<file path="src/hdl/bcc_pkg.sv">
// ----------------------------------------------------------------------------
// bcc_pkg: shared types and constants of the button click classifier
// Holds the switch count, register indexes, phase and event codes, and the
// result record of the per-switch update unit.
// ----------------------------------------------------------------------------
package bcc_pkg;

  localparam int NUM_SW   = 8;
  localparam int SW_IDX_W = $clog2(NUM_SW);
  localparam int TMR_W    = 16;
  localparam int CFG_W    = 16;
  localparam int CFG_IDX_W = 3;

  // Reset values of the configuration registers.
  localparam logic [TMR_W-1:0] DEBOUNCE_RST = 16'd20;
  localparam logic [TMR_W-1:0] LONG_RST     = 16'd800;
  localparam logic [TMR_W-1:0] DOUBLE_RST   = 16'd300;

  // Configuration register indexes.
  typedef enum logic [CFG_IDX_W-1:0] {
    REG_DEBOUNCE = 3'd0,
    REG_LONG     = 3'd1,
    REG_DOUBLE   = 3'd2,
    REG_ACT_HIGH = 3'd3,
    REG_ENABLE   = 3'd4
  } reg_idx_t;

  // Per-switch click phases.
  typedef enum logic [2:0] {
    PH_IDLE         = 3'd0,
    PH_DEBOUNCE     = 3'd1,
    PH_PRESSED      = 3'd2,
    PH_RELEASED     = 3'd3,
    PH_PRESSED_2    = 3'd4,
    PH_WAIT_RELEASE = 3'd5
  } phase_t;

  // Event kinds reported on the result channel.
  typedef enum logic [1:0] {
    EV_CLICK  = 2'd0,
    EV_DOUBLE = 2'd1,
    EV_LONG   = 2'd2
  } ev_kind_t;

  // Sequencer states.
  typedef enum logic [1:0] {
    SQ_IDLE = 2'd0,
    SQ_SCAN = 2'd1,
    SQ_EMIT = 2'd2
  } seq_state_t;

  // Outcome of one switch update.
  typedef struct packed {
    phase_t            phase;
    logic [TMR_W-1:0]  timer;
    logic              ev_valid;
    ev_kind_t          ev_kind;
  } sw_upd_t;

endpackage

</file>
<file path="src/hdl/button_click_classifier.sv">
// ----------------------------------------------------------------------------
// button_click_classifier: debounce and click / double / long click detection
// One request is one tick of raw switch levels; every enabled switch is
// advanced through its click machine and the resulting events are reported.
// ----------------------------------------------------------------------------
//
// Channel  | Direction | Handshake              | Payload
// ---------+-----------+------------------------+------------------------------
// in_      | input     | in_valid / in_ready    | in_pin_levels[7:0]
// out_     | output    | out_valid / out_ready  | out_switch_index, out_event_kind,
//          |           |                        | out_last_event
// cfg_     | input     | cfg_we (no wait)       | cfg_index[2:0], cfg_wdata[15:0]
//
// A tick request is taken while the sequencer is idle; the scan then visits every
// switch in turn (one switch per cycle through the single shared update unit),
// the result slot drains the events one at a time, held while out_ready is low,
// and the sequencer then returns to idle.
// in_ready is high only while the sequencer is idle; a result left waiting in
// the output register does not block the next request from being taken.
// A stall on out_ready holds the sequencer in its emit phase.
// Reset (rst_n low, synchronous) restores the register defaults, parks every
// switch in idle with its timer at zero and empties the output register.
//
module button_click_classifier (
  input  logic                             clk,
  input  logic                             rst_n,
  // Tick requests
  input  logic                             in_valid,
  output logic                             in_ready,
  input  logic [bcc_pkg::NUM_SW-1:0]       in_pin_levels,
  // Events
  output logic                             out_valid,
  input  logic                             out_ready,
  output logic [bcc_pkg::SW_IDX_W-1:0]     out_switch_index,
  output logic [1:0]                       out_event_kind,
  output logic                             out_last_event,
  // Configuration
  input  logic                             cfg_we,
  input  logic [bcc_pkg::CFG_IDX_W-1:0]    cfg_index,
  input  logic [bcc_pkg::CFG_W-1:0]        cfg_wdata
);

  // Configuration registers.
  logic [bcc_pkg::TMR_W-1:0]  debounce_r;
  logic [bcc_pkg::TMR_W-1:0]  long_r;
  logic [bcc_pkg::TMR_W-1:0]  double_r;
  logic [bcc_pkg::NUM_SW-1:0] act_high_r;
  logic [bcc_pkg::NUM_SW-1:0] enable_r;

  // Per-switch state, one entry per switch.
  bcc_pkg::phase_t            phase_r [bcc_pkg::NUM_SW];
  logic [bcc_pkg::TMR_W-1:0]  timer_r [bcc_pkg::NUM_SW];

  // Sequencer.
  bcc_pkg::seq_state_t        state_r, state_nxt;
  logic [bcc_pkg::SW_IDX_W-1:0] idx_r, idx_nxt;
  logic [bcc_pkg::NUM_SW-1:0] levels_r;

  // Events found during the scan, waiting to be reported in switch order.
  logic [bcc_pkg::NUM_SW-1:0] pend_r, pend_nxt;
  bcc_pkg::ev_kind_t          kind_r [bcc_pkg::NUM_SW];

  // Output register.
  logic                         out_valid_r, out_valid_nxt;
  logic [bcc_pkg::SW_IDX_W-1:0] out_idx_r;
  bcc_pkg::ev_kind_t            out_kind_r;
  logic                         out_last_r;

  bcc_pkg::sw_upd_t             upd;
  logic                         cur_active;
  logic                         slot_free;
  logic                         load_out;
  logic [bcc_pkg::SW_IDX_W-1:0] first_idx;
  logic [bcc_pkg::NUM_SW-1:0]   pend_rest;

  // A switch is active when its level matches its active polarity.
  assign cur_active = (levels_r[idx_r] == act_high_r[idx_r]);

  bcc_unit u_unit (
    .phase               (phase_r[idx_r]),
    .timer               (timer_r[idx_r]),
    .enable              (enable_r[idx_r]),
    .active              (cur_active),
    .debounce_ticks      (debounce_r),
    .long_press_ticks    (long_r),
    .double_window_ticks (double_r),
    .upd                 (upd)
  );

  // Lowest pending switch is reported first.
  always_comb begin
    first_idx = '0;
    for (int k = bcc_pkg::NUM_SW - 1; k >= 0; k--) begin
      if (pend_r[k]) begin
        first_idx = k[bcc_pkg::SW_IDX_W-1:0];
      end
    end
  end

  // Pending set once the lowest entry is taken; empty means this is the last.
  assign pend_rest = pend_r & (pend_r - 1'b1);

  assign slot_free = !out_valid_r || out_ready;
  assign load_out  = (state_r == bcc_pkg::SQ_EMIT) && (pend_r != '0) && slot_free;

  // Sequencer next state.
  always_comb begin
    state_nxt     = state_r;
    idx_nxt       = idx_r;
    pend_nxt      = pend_r;
    out_valid_nxt = out_valid_r;
    if (out_valid_r && out_ready) begin
      out_valid_nxt = 1'b0;
    end
    case (state_r)
      bcc_pkg::SQ_IDLE: begin
        if (in_valid) begin
          state_nxt = bcc_pkg::SQ_SCAN;
          idx_nxt   = '0;
          pend_nxt  = '0;
        end
      end
      bcc_pkg::SQ_SCAN: begin
        pend_nxt[idx_r] = upd.ev_valid;
        idx_nxt         = idx_r + 1'b1;
        if (idx_r == bcc_pkg::SW_IDX_W'(bcc_pkg::NUM_SW - 1)) begin
          state_nxt = bcc_pkg::SQ_EMIT;
        end
      end
      bcc_pkg::SQ_EMIT: begin
        if (pend_r == '0) begin
          state_nxt = bcc_pkg::SQ_IDLE;
        end else if (slot_free) begin
          pend_nxt      = pend_rest;
          out_valid_nxt = 1'b1;
        end
      end
      default: begin
        state_nxt = bcc_pkg::SQ_IDLE;
      end
    endcase
  end

  always_ff @(posedge clk) begin
    if (!rst_n) begin
      state_r     <= bcc_pkg::SQ_IDLE;
      idx_r       <= '0;
      pend_r      <= '0;
      out_valid_r <= 1'b0;
    end else begin
      state_r     <= state_nxt;
      idx_r       <= idx_nxt;
      pend_r      <= pend_nxt;
      out_valid_r <= out_valid_nxt;
    end
  end

  // Captured tick levels and output payload.
  always_ff @(posedge clk) begin
    if (state_r == bcc_pkg::SQ_IDLE && in_valid) begin
      levels_r <= in_pin_levels;
    end
    if (state_r == bcc_pkg::SQ_SCAN) begin
      kind_r[idx_r] <= upd.ev_kind;
    end
    if (load_out) begin
      out_idx_r  <= first_idx;
      out_kind_r <= kind_r[first_idx];
      out_last_r <= (pend_rest == '0);
    end
  end

  // Per-switch state: written back by the update unit during the scan.
  always_ff @(posedge clk) begin
    if (!rst_n) begin
      for (int k = 0; k < bcc_pkg::NUM_SW; k++) begin
        phase_r[k] <= bcc_pkg::PH_IDLE;
        timer_r[k] <= '0;
      end
    end else if (state_r == bcc_pkg::SQ_SCAN) begin
      phase_r[idx_r] <= upd.phase;
      timer_r[idx_r] <= upd.timer;
    end
  end

  // Configuration writes; an unknown index is ignored.
  always_ff @(posedge clk) begin
    if (!rst_n) begin
      debounce_r <= bcc_pkg::DEBOUNCE_RST;
      long_r     <= bcc_pkg::LONG_RST;
      double_r   <= bcc_pkg::DOUBLE_RST;
      act_high_r <= '0;
      enable_r   <= '0;
    end else if (cfg_we) begin
      case (cfg_index)
        bcc_pkg::REG_DEBOUNCE: debounce_r <= cfg_wdata[bcc_pkg::TMR_W-1:0];
        bcc_pkg::REG_LONG:     long_r     <= cfg_wdata[bcc_pkg::TMR_W-1:0];
        bcc_pkg::REG_DOUBLE:   double_r   <= cfg_wdata[bcc_pkg::TMR_W-1:0];
        bcc_pkg::REG_ACT_HIGH: act_high_r <= cfg_wdata[bcc_pkg::NUM_SW-1:0];
        bcc_pkg::REG_ENABLE:   enable_r   <= cfg_wdata[bcc_pkg::NUM_SW-1:0];
        default: begin
        end
      endcase
    end
  end

  assign in_ready         = (state_r == bcc_pkg::SQ_IDLE);
  assign out_valid        = out_valid_r;
  assign out_switch_index = out_idx_r;
  assign out_event_kind   = out_kind_r;
  assign out_last_event   = out_last_r;

endmodule

</file>
<file path="src/hdl/bcc_unit.sv">
// ----------------------------------------------------------------------------
// bcc_unit: shared per-switch update unit
// Decrements one switch timer and advances its click phase for one tick.
// ----------------------------------------------------------------------------
module bcc_unit (
  input  bcc_pkg::phase_t               phase,
  input  logic [bcc_pkg::TMR_W-1:0]     timer,
  input  logic                          enable,
  input  logic                          active,
  input  logic [bcc_pkg::TMR_W-1:0]     debounce_ticks,
  input  logic [bcc_pkg::TMR_W-1:0]     long_press_ticks,
  input  logic [bcc_pkg::TMR_W-1:0]     double_window_ticks,
  output bcc_pkg::sw_upd_t              upd
);

  logic [bcc_pkg::TMR_W-1:0] tmr_dec;
  logic                      expired;

  assign tmr_dec = (timer != '0) ? timer - 1'b1 : timer;
  assign expired = (tmr_dec == '0);

  always_comb begin
    upd.phase    = phase;
    upd.timer    = tmr_dec;
    upd.ev_valid = 1'b0;
    upd.ev_kind  = bcc_pkg::EV_CLICK;
    if (!enable) begin
      // A disabled switch is parked so that enabling it starts cleanly.
      upd.phase = bcc_pkg::PH_IDLE;
      upd.timer = '0;
    end else begin
      case (phase)
        bcc_pkg::PH_DEBOUNCE: begin
          if (!active) begin
            upd.phase = bcc_pkg::PH_IDLE;
          end else if (expired) begin
            upd.timer = long_press_ticks;
            upd.phase = bcc_pkg::PH_PRESSED;
          end
        end
        bcc_pkg::PH_PRESSED: begin
          if (!active) begin
            upd.timer = double_window_ticks;
            upd.phase = bcc_pkg::PH_RELEASED;
          end else if (expired) begin
            upd.ev_valid = 1'b1;
            upd.ev_kind  = bcc_pkg::EV_LONG;
            upd.phase    = bcc_pkg::PH_WAIT_RELEASE;
          end
        end
        bcc_pkg::PH_RELEASED: begin
          if (active) begin
            upd.timer = long_press_ticks;
            upd.phase = bcc_pkg::PH_PRESSED_2;
          end else if (expired) begin
            upd.ev_valid = 1'b1;
            upd.ev_kind  = bcc_pkg::EV_CLICK;
            upd.phase    = bcc_pkg::PH_IDLE;
          end
        end
        bcc_pkg::PH_PRESSED_2: begin
          if (!active) begin
            upd.ev_valid = 1'b1;
            upd.ev_kind  = bcc_pkg::EV_DOUBLE;
            upd.phase    = bcc_pkg::PH_IDLE;
          end else if (expired) begin
            upd.ev_valid = 1'b1;
            upd.ev_kind  = bcc_pkg::EV_LONG;
            upd.phase    = bcc_pkg::PH_WAIT_RELEASE;
          end
        end
        bcc_pkg::PH_WAIT_RELEASE: begin
          if (!active) begin
            upd.phase = bcc_pkg::PH_IDLE;
          end
        end
        default: begin
          // Idle, and any code with no meaning, behaves as idle.
          upd.phase = bcc_pkg::PH_IDLE;
          if (active) begin
            upd.timer = debounce_ticks;
            upd.phase = bcc_pkg::PH_DEBOUNCE;
          end
        end
      endcase
    end
  end

endmodule
</file>
<file path="config.mk">
export PLATFORM = sky130hd
export DESIGN_NAME = button_click_classifier
export DESIGN_NICKNAME = d
export VERILOG_FILES = /design/src/hdl/bcc_pkg.sv /design/src/hdl/button_click_classifier.sv /design/src/hdl/bcc_unit.sv
export SDC_FILE = /design/constraint.sdc
export NUM_CORES = 1
export LEC_CHECK = 0
export ABC_CLOCK_PERIOD_IN_PS = 11000
export BUFFER_PORTS_ARGS = -buffer_cell sky130_fd_sc_hd__buf_2
export CAP_MARGIN = 20
export CORE_UTILIZATION = 67
export DETAILED_ROUTE_END_ITERATION = 10
export PLACE_DENSITY = 0.85
export SYNTH_ARGS = -nofsm -noshare
export SYNTH_HDL_FRONTEND = slang
export SYNTH_SLANG_ARGS = --single-unit
</file>
<file path="constraint.sdc">
create_clock -name clk -period 11 [get_ports clk]
set_input_delay 1.65 -clock clk [delete_from_list [all_inputs] [get_ports clk]]
set_output_delay 1.65 -clock clk [all_outputs]
set_load 0.01 [all_outputs]
</file>
Yosys cells after proc, flatten, opt, wreduce, memory -nomap -nowiden:

Memory sizes are Yosys's and may differ from the RTL's. A register that Yosys moved wholly into a read port is not among the register bits.
Index checks and enable logic that the tools add are counted.
Widths: inputs -> output; s select.

* register bits after elaboration: 90
* latch bits: 0
* RAM bits: 168
* bits in read-only memories: 0
* input bits: 32
* output and inout bits: 8
* word-level logic and storage cells: 135
* memories: 3

* add/subtract/negate cells: 3
* multiply operators: 0
* divide/modulo/power cells: 0
* $lt $le $gt $ge: 2
* eq/ne operators: 18
* shifts and indexed selects: 0
* mux-type cells: 69
* bitwise logic cells: 1
* reductions and logical operators: 27

Memories
* timer_r: words 8, bits a word 16, read ports 1, clocked after Yosys merged registers in 1, write ports 8, RTL line button_click_classifier.sv:52 `logic [bcc_pkg::TMR_W-1:0] timer_r [bcc_pkg::NUM_SW];`
* phase_r: words 8, bits a word 3, read ports 1, clocked after Yosys merged registers in 1, write ports 8, RTL line button_click_classifier.sv:51 `bcc_pkg::phase_t phase_r [bcc_pkg::NUM_SW];`
* kind_r: words 8, bits a word 2, read ports 1, clocked after Yosys merged registers in 1, write ports 1, RTL line button_click_classifier.sv:61 `bcc_pkg::ev_kind_t kind_r [bcc_pkg::NUM_SW];`

Operators with widths (number)
* $mux 3: 29
* $mux 16: 5
* $pmux 16 s4: 1
* $mux 19: 2
* $mux 8: 3
* $pmux 8 s3: 1
* $mux 17: 1
* $logic_not 16->1: 1
* $logic_not 8->1: 2
* $reduce_bool 16->1: 1
* $reduce_or 16->1: 1
* $sub 16x1->16 const B: 1
* $mux 1: 15
* $pmux 3 s5: 1
* $eq 3x2->1 const B: 4
* $eq 3x3->1 const B: 4
* $reduce_and 2->1: 6
* $bmux 1 s3: 3
* $pmux 3 s3: 1
* $and 8x8->8: 1
* $bwmux 8: 1
* $ne 2x2->1 const B: 4
* $reduce_bool 8->1: 1
* $sub 8x1->8 const B: 1
* other kinds (23): 30

Longest topological paths before layout:

Gate-level depths: netlist of the first run.

* word-level depth: 9
* mapped depth: 16
* depth with buffers taken out: 10

Cells and area by module:

A second synthesis of the first run with hierarchy kept.

* cell total of the unflattened synthesis: 1200
* area total of the unflattened synthesis: 13402.9 µm²

By module, submodules not included
* button_click_classifier: instances 1, cells an instance 913, area each 11673.7 µm², seq. area each 7086.8 µm²
* bcc_unit: instances 1, cells an instance 287, area each 1729.2 µm², seq. area each 0.0 µm²

Worst setup path before layout of the first run:

OpenSTA, ideal clock, no wires.

* kind: reg2reg
* start: reg with a tool-made name
* end: mem timer_r[0][2] (netlist bit) (data pin)
* library setup time: 0.288 ns
* arrival: 4.076 ns
* required time: 10.712 ns
* path slack: 6.636 ns
* cell stages (with the launch flop): 15
* buffers on the path: 4
* period minus slack after synthesis: 4.364 ns
* cells stage by stage: dfxtp_1 buf_6 buf_4 buf_2 mux4_2 mux2i_1 ha_1 nand4b_1 or4_1 buf_2 nor3b_1 o2111ai_2 nor3_1 a211oi_1 nor3_1

RTL lines (RTL line)
* to (decl): button_click_classifier.sv:52

==> results of run 1 <==
-- routing by layer --
layer,track usage,wire [um],part of all wire
met1,0.4758,12710,0.38
met2,0.5446,15780,0.48
met3,0.04348,3714,0.11
met4,0.1013,856,0.026
met5,0,0,0
-- final cells by class --
cell class	count	area [sq um]	area share
clock buffer	37	745.7	0.05229
multi-input combinational	838	5527	0.3875
inverter	23	86.33	0.006053
tap	260	325.3	0.02281
timing repair buffer	56	366.6	0.02570
sequential	263	7089	0.4971
clock inverter	12	122.6	0.008597
-- layout by cell type (no fill, tap or decap), drive strengths merged, types with 4 or more instances in the layout --
cell	synthesis	final
buf	13	55
dfxtp	81	81
edfxtp	182	182
nor3	81	81
o41ai	8	8
nand2	191	191
a21o	5	5
a21oi	51	51
clkbuf	57	38
mux4	42	42
clkinv	0	6
nor4	23	23
a21boi	56	56
o31ai	6	6
and2	9	9
a31oi	5	5
or3	4	4
ha	7	7
nand4	11	11
o211ai	4	4
a211oi	7	7
nor2b	11	11
o22ai	4	4
and3	6	6
a221oi	14	14
mux2i	32	32
nand2b	12	12
nor2	112	112
xnor2	4	4
nand3	32	32
a221o	5	5
or2	5	5
inv	23	24
mux2	14	14
a311oi	5	5
o21ai	32	32
-- flip-flops by register name (all words and copies together) (netlist names), named ones only --
| name | cells |
|---|---|
| debounce_r | 16 |
| long_r | 16 |
| out_valid | 1 |
| timer_r | 128 |
| kind_r | 16 |
| out_event_kind | 2 |
| act_high_r | 8 |
| state_r | 2 |
| pend_r | 8 |
| out_last_event | 1 |
| idx_r | 3 |
| double_r | 16 |
| enable_r | 8 |
| levels_r | 8 |
| phase_r | 24 |
| out_switch_index | 3 |
-- path summary, 6_finish.rpt --
path	endpoint	slack (ns)	depth (start not counted)
max	timer_r[0][2]	5.24	11
min reg2reg	enable_r[2]	0.46	2
min	enable_r[2]	0.46	2
max reg2reg	timer_r[0][2]	5.24	11
-- stage by stage --
stage	area (sq um)	util
after floorplan	12980	-
after global placement	13310	0.7066
after detailed placement	13310	0.7066
after CTS	14170	0.7527
after global routing	14260	0.7574
final	14260	0.7574
-- power by group --
group | internal, mW | switching [mW] | total (mW)
sequential | 1.09 | 0.0160 | 1.11
clock | 0.522 | 0.378 | 0.900
combinational | 0.121 | 0.257 | 0.378
total | 1.74 | 0.651 | 2.39
-- tightest hold or removal path, delay by kind of cell, from the launching register on --
kind | cells | cell delay (ns)
DFF | 1 | 0.31
AOI/OAI and AO/OA | 1 | 0.06
and+or+nand+nor | 1 | 0.05
-- cells by family (layout without fill, tap and decap cells) --
kind of cell | after synthesis | count (layout) | synth area share
compound gates | 227 | 227 | 0.1232
xor+xnor | 6 | 6 | 0.004047
fa+ha+maj | 9 | 9 | 0.008287
buf+inv | 93 | 128 | 0.02920
flops | 263 | 263 | 0.5458
mux | 88 | 88 | 0.1097
simple gates | 508 | 508 | 0.1798
==> reports/metrics.yaml, run 1 <==
critical_path:
  cp_slowest_cell: "a211oi_1"
  critPathMaxFanout: 38
  start_kind: "flip-flop"
  cp-end-kind: "flip-flop"
  path_delay_family: "simple AND/OR/NAND/NOR gates"
  required_ns: 11.22
  cp_cell_sequence: "buf_4 > mux4_2 > mux2i_1 > ha_1 > nand4b_1 > or4_1 > nor3b_1 > o2111ai_2 > nor3_1 > a211oi_1 > nor3_1"
  cp_common_cell: "nor3_1"
  critical_path.max_stage_delay_ns: 0.83
  crit_arrival_ns: 5.98
  critical_path_buf_inv_count: 1
  path_class: "flip-flop to flip-flop"
logic_synthesis:
  synth_nets: 1233
  synthMostInstantiatedCell: "nand2_1"
  ys_types: 67
  yosys_most_used_dff: "edfxtp_1"
  seq_area_frac_synth: 0.5458
  syn_area_per_cell_sq_um: 10.87
  async_flop_share: 0
  netlist_instances: 1194
  synthTopCellsByCount: "nand2_1 (191), edfxtp_1 (182), nor2_1 (112)"
  netlist_area_sq_um: 12980
  synth_top_area_cell: "edfxtp_1"
  synth_edf_count: 182
  synth_top_area_frac: 0.4209
  yosys-top-cells-area: "edfxtp_1 (42%), dfxtp_1 (12%), mux4_2 (7.3%), nand2_1 (5.5%), a21boi_0 (3.2%)"
  ys_ff_latch: 263
  synth_warnings: 0
clock_network:
  clk_latency_ns: 0.53
  hold_buffers: 0
  post_cts_buffers: 0
  clockBufferDepth: 3
  numCtsBuffers: 27
  ctsResizeCount: 0
  clock_tree.root_cell: "clkbuf_16"
  htreeDepth: 1
  clk_pin_slew_ns: 0.07
  tritoncts: "yes"
  cts_sinks: 263
finish:
  area_growth_pct: 9.848
  antennaDiodeCount: 0
  fin_cells: 1489
  nets: 1248
  fillers: 1197
  layout-drive-gt1-share: 0.1440
hold_path:
  hp-start: "enable_r[2]"
  worstHoldPathType: "flip-flop to flip-flop"
timing:
  max_freq_ghz: 0.1738
  rsz0062_at_grt: "false"
  worst_slew_pin_slew_ns: 1.176
  hold_violations: 0
  whs_ns: 0.4646
  worst_slack_ns: 5.245
  tns_ns: 0
  period_needed_ns: 5.755
  setup_viol: 0
  skew_ns: 0.01494
  timing.final.crit_share: 0.5232
  slew_violations: 0
  slew_headroom: 0.2138
floorplan:
  top_level_ports: 40
  coreArea_sq_um: 18830
  start_util: 0.6895
  die_w_um: 141.2
  row_count: 50
  die_y_um: 141.2
  die_area_sq_um: 19940
placed_design:
  port_buffers: 39
  pre_cts_ws_ns: 5.315
  hpwlAfterDp_mm: 20.84
  dp_cells: 1434
  place_congestion: 0.9549
job:
  drv_cap: 0
power:
  powerDensity_nw_per_um2: 167.3
  leakage_nw: 4.760
  peakVddDrop_uv: 134.7
  finalPower_mw: 2.386
drt:
  route.detailed.drc: 0
  vias_per_cell: 6.720
  ant_nets: 0
  wl_per_cell_um: 22.21
  via_count: 10010
  first_pass_iters: 7
  drt_first_iter_violations: 1402
  wirelength_mm: 33.07
grt:
  grt_max_degree: 91
  grt_pass1_wl_mm: 50.83
  grtUsageTotal: 0.3352
  overflow: 0
  antenna_found_initial: 0
  grt_pass1_vias: 9222
run_status:
  status: "finished clean"
Note: power is estimated with default switching activity, not from simulation.
==> inputs of run 2 (changes only) <==
--- a/config.mk
+++ b/config.mk
@@ -5,12 +5,13 @@
 export SDC_FILE = /design/constraint.sdc
 export NUM_CORES = 1
 export LEC_CHECK = 0
-export ABC_CLOCK_PERIOD_IN_PS = 11000
+export ABC_AREA = 1
+export ABC_CLOCK_PERIOD_IN_PS = 5700
 export BUFFER_PORTS_ARGS = -buffer_cell sky130_fd_sc_hd__buf_2
 export CAP_MARGIN = 20
-export CORE_UTILIZATION = 67
+export CORE_UTILIZATION = 63
 export DETAILED_ROUTE_END_ITERATION = 10
-export PLACE_DENSITY = 0.85
+export PLACE_DENSITY = 0.8
 export SYNTH_ARGS = -nofsm -noshare
 export SYNTH_HDL_FRONTEND = slang
 export SYNTH_SLANG_ARGS = --single-unit
==> constraint.sdc (replaced) <==
create_clock -name clk -period 5.7 [get_ports clk]
set_input_delay 0.855 -clock clk [delete_from_list [all_inputs] [get_ports clk]]
set_output_delay 0.855 -clock clk [all_outputs]
set_load 0.01 [all_outputs]
==> run 2 against run 1 <==
Effect of this change: via count rose by 22%; worst setup slack got worse by 4.1 ns; total power rose to 2.5 times the previous value; sequential cell count did not move; sequential power rose by 98%; sequential share of layout area fell by 2.8 points; critical path type unchanged; critical endpoint is now timer_r[5][5]; largest cell class unchanged; largest power group unchanged; highest routed layer unchanged.
==> reports/metrics.yaml, run 2 <==
run_status:
  status: "finished clean"
logic_synthesis:
  seq_area_frac_synth: 0.5111  # -0.03472
  yosys-top-cells-area: "edfxtp_1 (39%), dfxtp_1 (12%), nand2_1 (11%), nor2_1 (9.3%), inv_1 (5.3%)"
  muxShareOfSynthArea: 0  # -0.1097
  ys_types: 46  # -31%
  synth_edf_count: 182  # unchanged
  syn_area_per_cell_sq_um: 7.860  # -28%
  synth_warnings: 0  # unchanged
  netlist_instances: 1764  # +48%
  synth_top_area_cell: "edfxtp_1"
  ys_ff_latch: 263  # unchanged
  synthTopCellsByCount: "nand2_1 (399), nor2_1 (344), inv_1 (195)"
  synthSimpleGateAreaFrac: 0.2890  # +0.1092
  synth_top_area_frac: 0.3942  # -0.02678
  synthMostInstantiatedCell: "nand2_1"
  async_flop_share: 0  # unchanged
  netlist_area_sq_um: 13870  # +6.8%
  synth_compound_area_frac: 0.1051  # -0.01803
  synth_xor_xnor_area_share: 0.001263  # -0.002784
  yosys_most_used_dff: "edfxtp_1"
  synth_top_family_by_area: "simple AND/OR/NAND/NOR gates"
  synthAdderAreaFrac: 0.006317  # -0.001971
  synth_nets: 1803  # +46%
critical_path:
  rrSetupSlack_ns: 1.17  # -4.07 ns
  cp-end-kind: "flip-flop"
  cp_slowest_cell: "buf_4"
  rr_endpoint: "timer_r[5][5]"
  critical_path.max_stage_delay_ns: 0.71  # -0.12 ns
  critPathMaxFanout: 81  # +110%
  critical_path_buf_inv_count: 3  # +2
  path_class: "flip-flop to flip-flop"
  cp_common_cell: "nand2_1"
  crit_arrival_ns: 4.77  # -1.21 ns
  required_ns: 5.94  # -5.28 ns
  cp_cell_sequence: "buf_4 > nand2_1 > nand3_1 > nand3_1 > nand2_2 > ha_1 > nand3_2 > inv_2 > nand2_2 > nor2_4 > nand2_1 > nand2_1 > nand3_1 > nor2_2 > nand3_2 > inv_2 > nand2_4 > o211ai_1 > nand2_1 > nand2_2 > nor2_1"
  path_delay_family: "simple AND/OR/NAND/NOR gates"
  reg2reg_depth: 21  # +10
  start_kind: "flip-flop"
timing:
  setup_viol: 0  # unchanged
  skew_ns: 0.02377  # +0.008825 ns
  worst_slew_pin_slew_ns: 1.127  # -0.04903 ns
  period_needed_ns: 4.527  # -1.228 ns
  hold_violations: 0  # unchanged
  max_freq_ghz: 0.2209  # +27%
  tns_ns: 0  # unchanged
  slew_headroom: 0.2469  # +0.03307
  timing.final.crit_share: 0.7943  # +0.2711
  rsz0062_at_grt: "false"
  slew_violations: 0  # unchanged
placed_design:
  place_congestion: 1.003  # +5.0%
  port_buffers: 39  # unchanged
  hpwlAfterDp_mm: 24.30  # +17%
  place_area_sq_um: 14160  # +6.5%
finish:
  largest_reg_flops: 128  # unchanged
  antennaDiodeCount: 0  # unchanged
  top_regs: "timer_r: 128 flops, phase_r: 24 flops"
  final_area_sq_um: 15120  # +6.0%
  area_growth_pct: 9.060
  final_common_cell: "nand2_1"
  final_cell_mix: "nand2_1 (399), nor2_1 (344), inv_1 (195), edfxtp_1 (182), o21ai_0 (134)"
  top_register: "timer_r"
  fillers: 1728  # +44%
  nets: 1814  # +45%
  seq_area_sq_um: 7088  # about the same
  final_util: 0.7104  # -0.04701
  multi_input_area_sq_um: 5570  # +0.79%
  layout-drive-gt1-share: 0.1080  # -0.03600
drt:
  wl_per_cell_um: 18.34  # -17%
  first_pass_iters: 5  # -2
  wl_met2_mm: 17.34  # +9.8%
  dr.max_layer_used: "met4"
  route.detailed.drc: 0  # unchanged
  ant_nets: 0  # unchanged
  dr_wl_met3_mm: 4.065  # +9.5%
  vias_per_cell: 5.886  # -12%
  drt_first_iter_violations: 1357  # -3.2%
  via_count: 12190  # +22%
  wl_met1_mm: 15.43  # +21%
  wirelength_mm: 37.99  # +15%
hold_path:
  worstHoldPathType: "flip-flop to flip-flop"
  hp-start: "act_high_r[0]"
  hold_depth: 2  # unchanged
  worstHoldEndpoint: "act_high_r[0]"
clock_network:
  hold_buffers: 0  # unchanged
  cts_sinks: 263  # unchanged
  ctsResizeCount: 0  # unchanged
  clockBufferDepth: 3  # unchanged
  clk_pin_slew_ns: 0.06  # about the same
  numCtsBuffers: 27  # unchanged
  post_cts_buffers: 0  # unchanged
  htreeDepth: 1  # unchanged
  clk_latency_ns: 0.55  # +0.02 ns
  clock_tree.root_cell: "clkbuf_16"
  tritoncts: "yes"
power:
  powerDensity_nw_per_um2: 400.7  # +140%
  peakVddDrop_uv: 320.0  # +140%
  finalPower_mw: 6.059  # +150%
  leakage_nw: 6.333  # +33%
floorplan:
  top_level_ports: 40  # unchanged
  start_util: 0.6514  # -0.03812
  die_w_um: 150.4  # +6.5%
  row_count: 53  # +6.0%
  die_y_um: 150.4  # +6.5%
  coreArea_sq_um: 21290  # +13%
  die_area_sq_um: 22610  # +13%
grt:
  grt_pass1_wl_mm: 59.42  # +17%
  grt_max_degree: 82  # -9.9%
  grtUsageTotal: 0.3428  # +0.007604
  overflow: 0  # unchanged
  grt_pass1_vias: 11260  # +22%
  antenna_found_initial: 0  # unchanged
job:
  drv_cap: 0  # unchanged
[run 2: cell count changes in the layout (fill, tap and decap cells not counted), moves of 18 or more]
cell and change:
nor2_2 +20, nand3_1 +89, nand2_2 +25, nor2_1 +232, mux4_2 -42, o21ai_0 +104
nor3_1 -72, mux2i_1 -32, inv_1 +172, nand2_1 +208, a21boi_0 -56, nor4_1 -18
[run 2: report_power, final]
group,internal [mW],switching [mW],total (mW),leakage (nW)
sequential,2.15,0.0471,2.20,2.50
combinational,0.553,1.49,2.04,3.37
clock,1.08,0.740,1.82,0.461
total,3.79,2.27,6.06,6.33
[run 2: kinds of logic after synthesis]
logic type,Yosys count
XOR/XNOR,2
flip-flops,263
AND/OR/NAND/NOR,953
AO/OA/AOI/OAI,251
adder cells (fa/ha/maj),7
buffers and inverters,288
[run 2: area by class of cell]
cell class | count | share of cell area
well taps | 275 | 0.02275
inverters | 204 | 0.05097
multi-input cells | 1213 | 0.3684
clock buffers | 38 | 0.05362
clock inverters | 12 | 0.007943
repair buffers | 66 | 0.02764
flip-flops and latches | 263 | 0.4687
[run 2: metal layers]
layer,up-vias,track usage
met5,-,0
met4,0,0.1293
met3,92,0.06121
met2,685,0.5408
met1,5653,0.4714
li1,5759,-
[run 2: worst reg2reg max path: stages (launching register included)]
cell and delay, ns:
dfxtp_2 0.37, buf_4 0.71, nand2_1 0.17, nand3_1 0.13, nand3_1 0.11, nand2_2 0.18, ha_1 0.26, nand3_2 0.15
inv_2 0.13, nand2_2 0.09, nor2_4 0.34, nand2_1 0.09, nand2_1 0.18, nand3_1 0.12, nor2_2 0.15, nand3_2 0.10
inv_2 0.11, nand2_4 0.20, o211ai_1 0.26, nand2_1 0.09, nand2_2 0.22, nor2_1 0.07
[run 2: worst max-delay path by stage]
stage	depth (start not counted)	end	start
floorplan	27	timer_r[0][5]	flip-flop
global placement	16	timer_r[2][8]	flip-flop
detailed placement	21	timer_r[5][5]	flip-flop
CTS	21	timer_r[3][13]	flip-flop
global route	21	timer_r[3][15]	flip-flop
finish	21	timer_r[5][5]	flip-flop
[run 2: stage by stage]
stage          hold WS (ns)  setup slack (ns)  instances
3_5_place_dp         0.4425             1.326       2020
2_1_floorplan        0.4234             2.445       1764
6_report             0.4498             1.173       2071
3_3_place_gp         0.4389             1.437       2020
4_1_cts              0.4510             1.265       2070
5_1_grt              0.4651            0.8081       2071
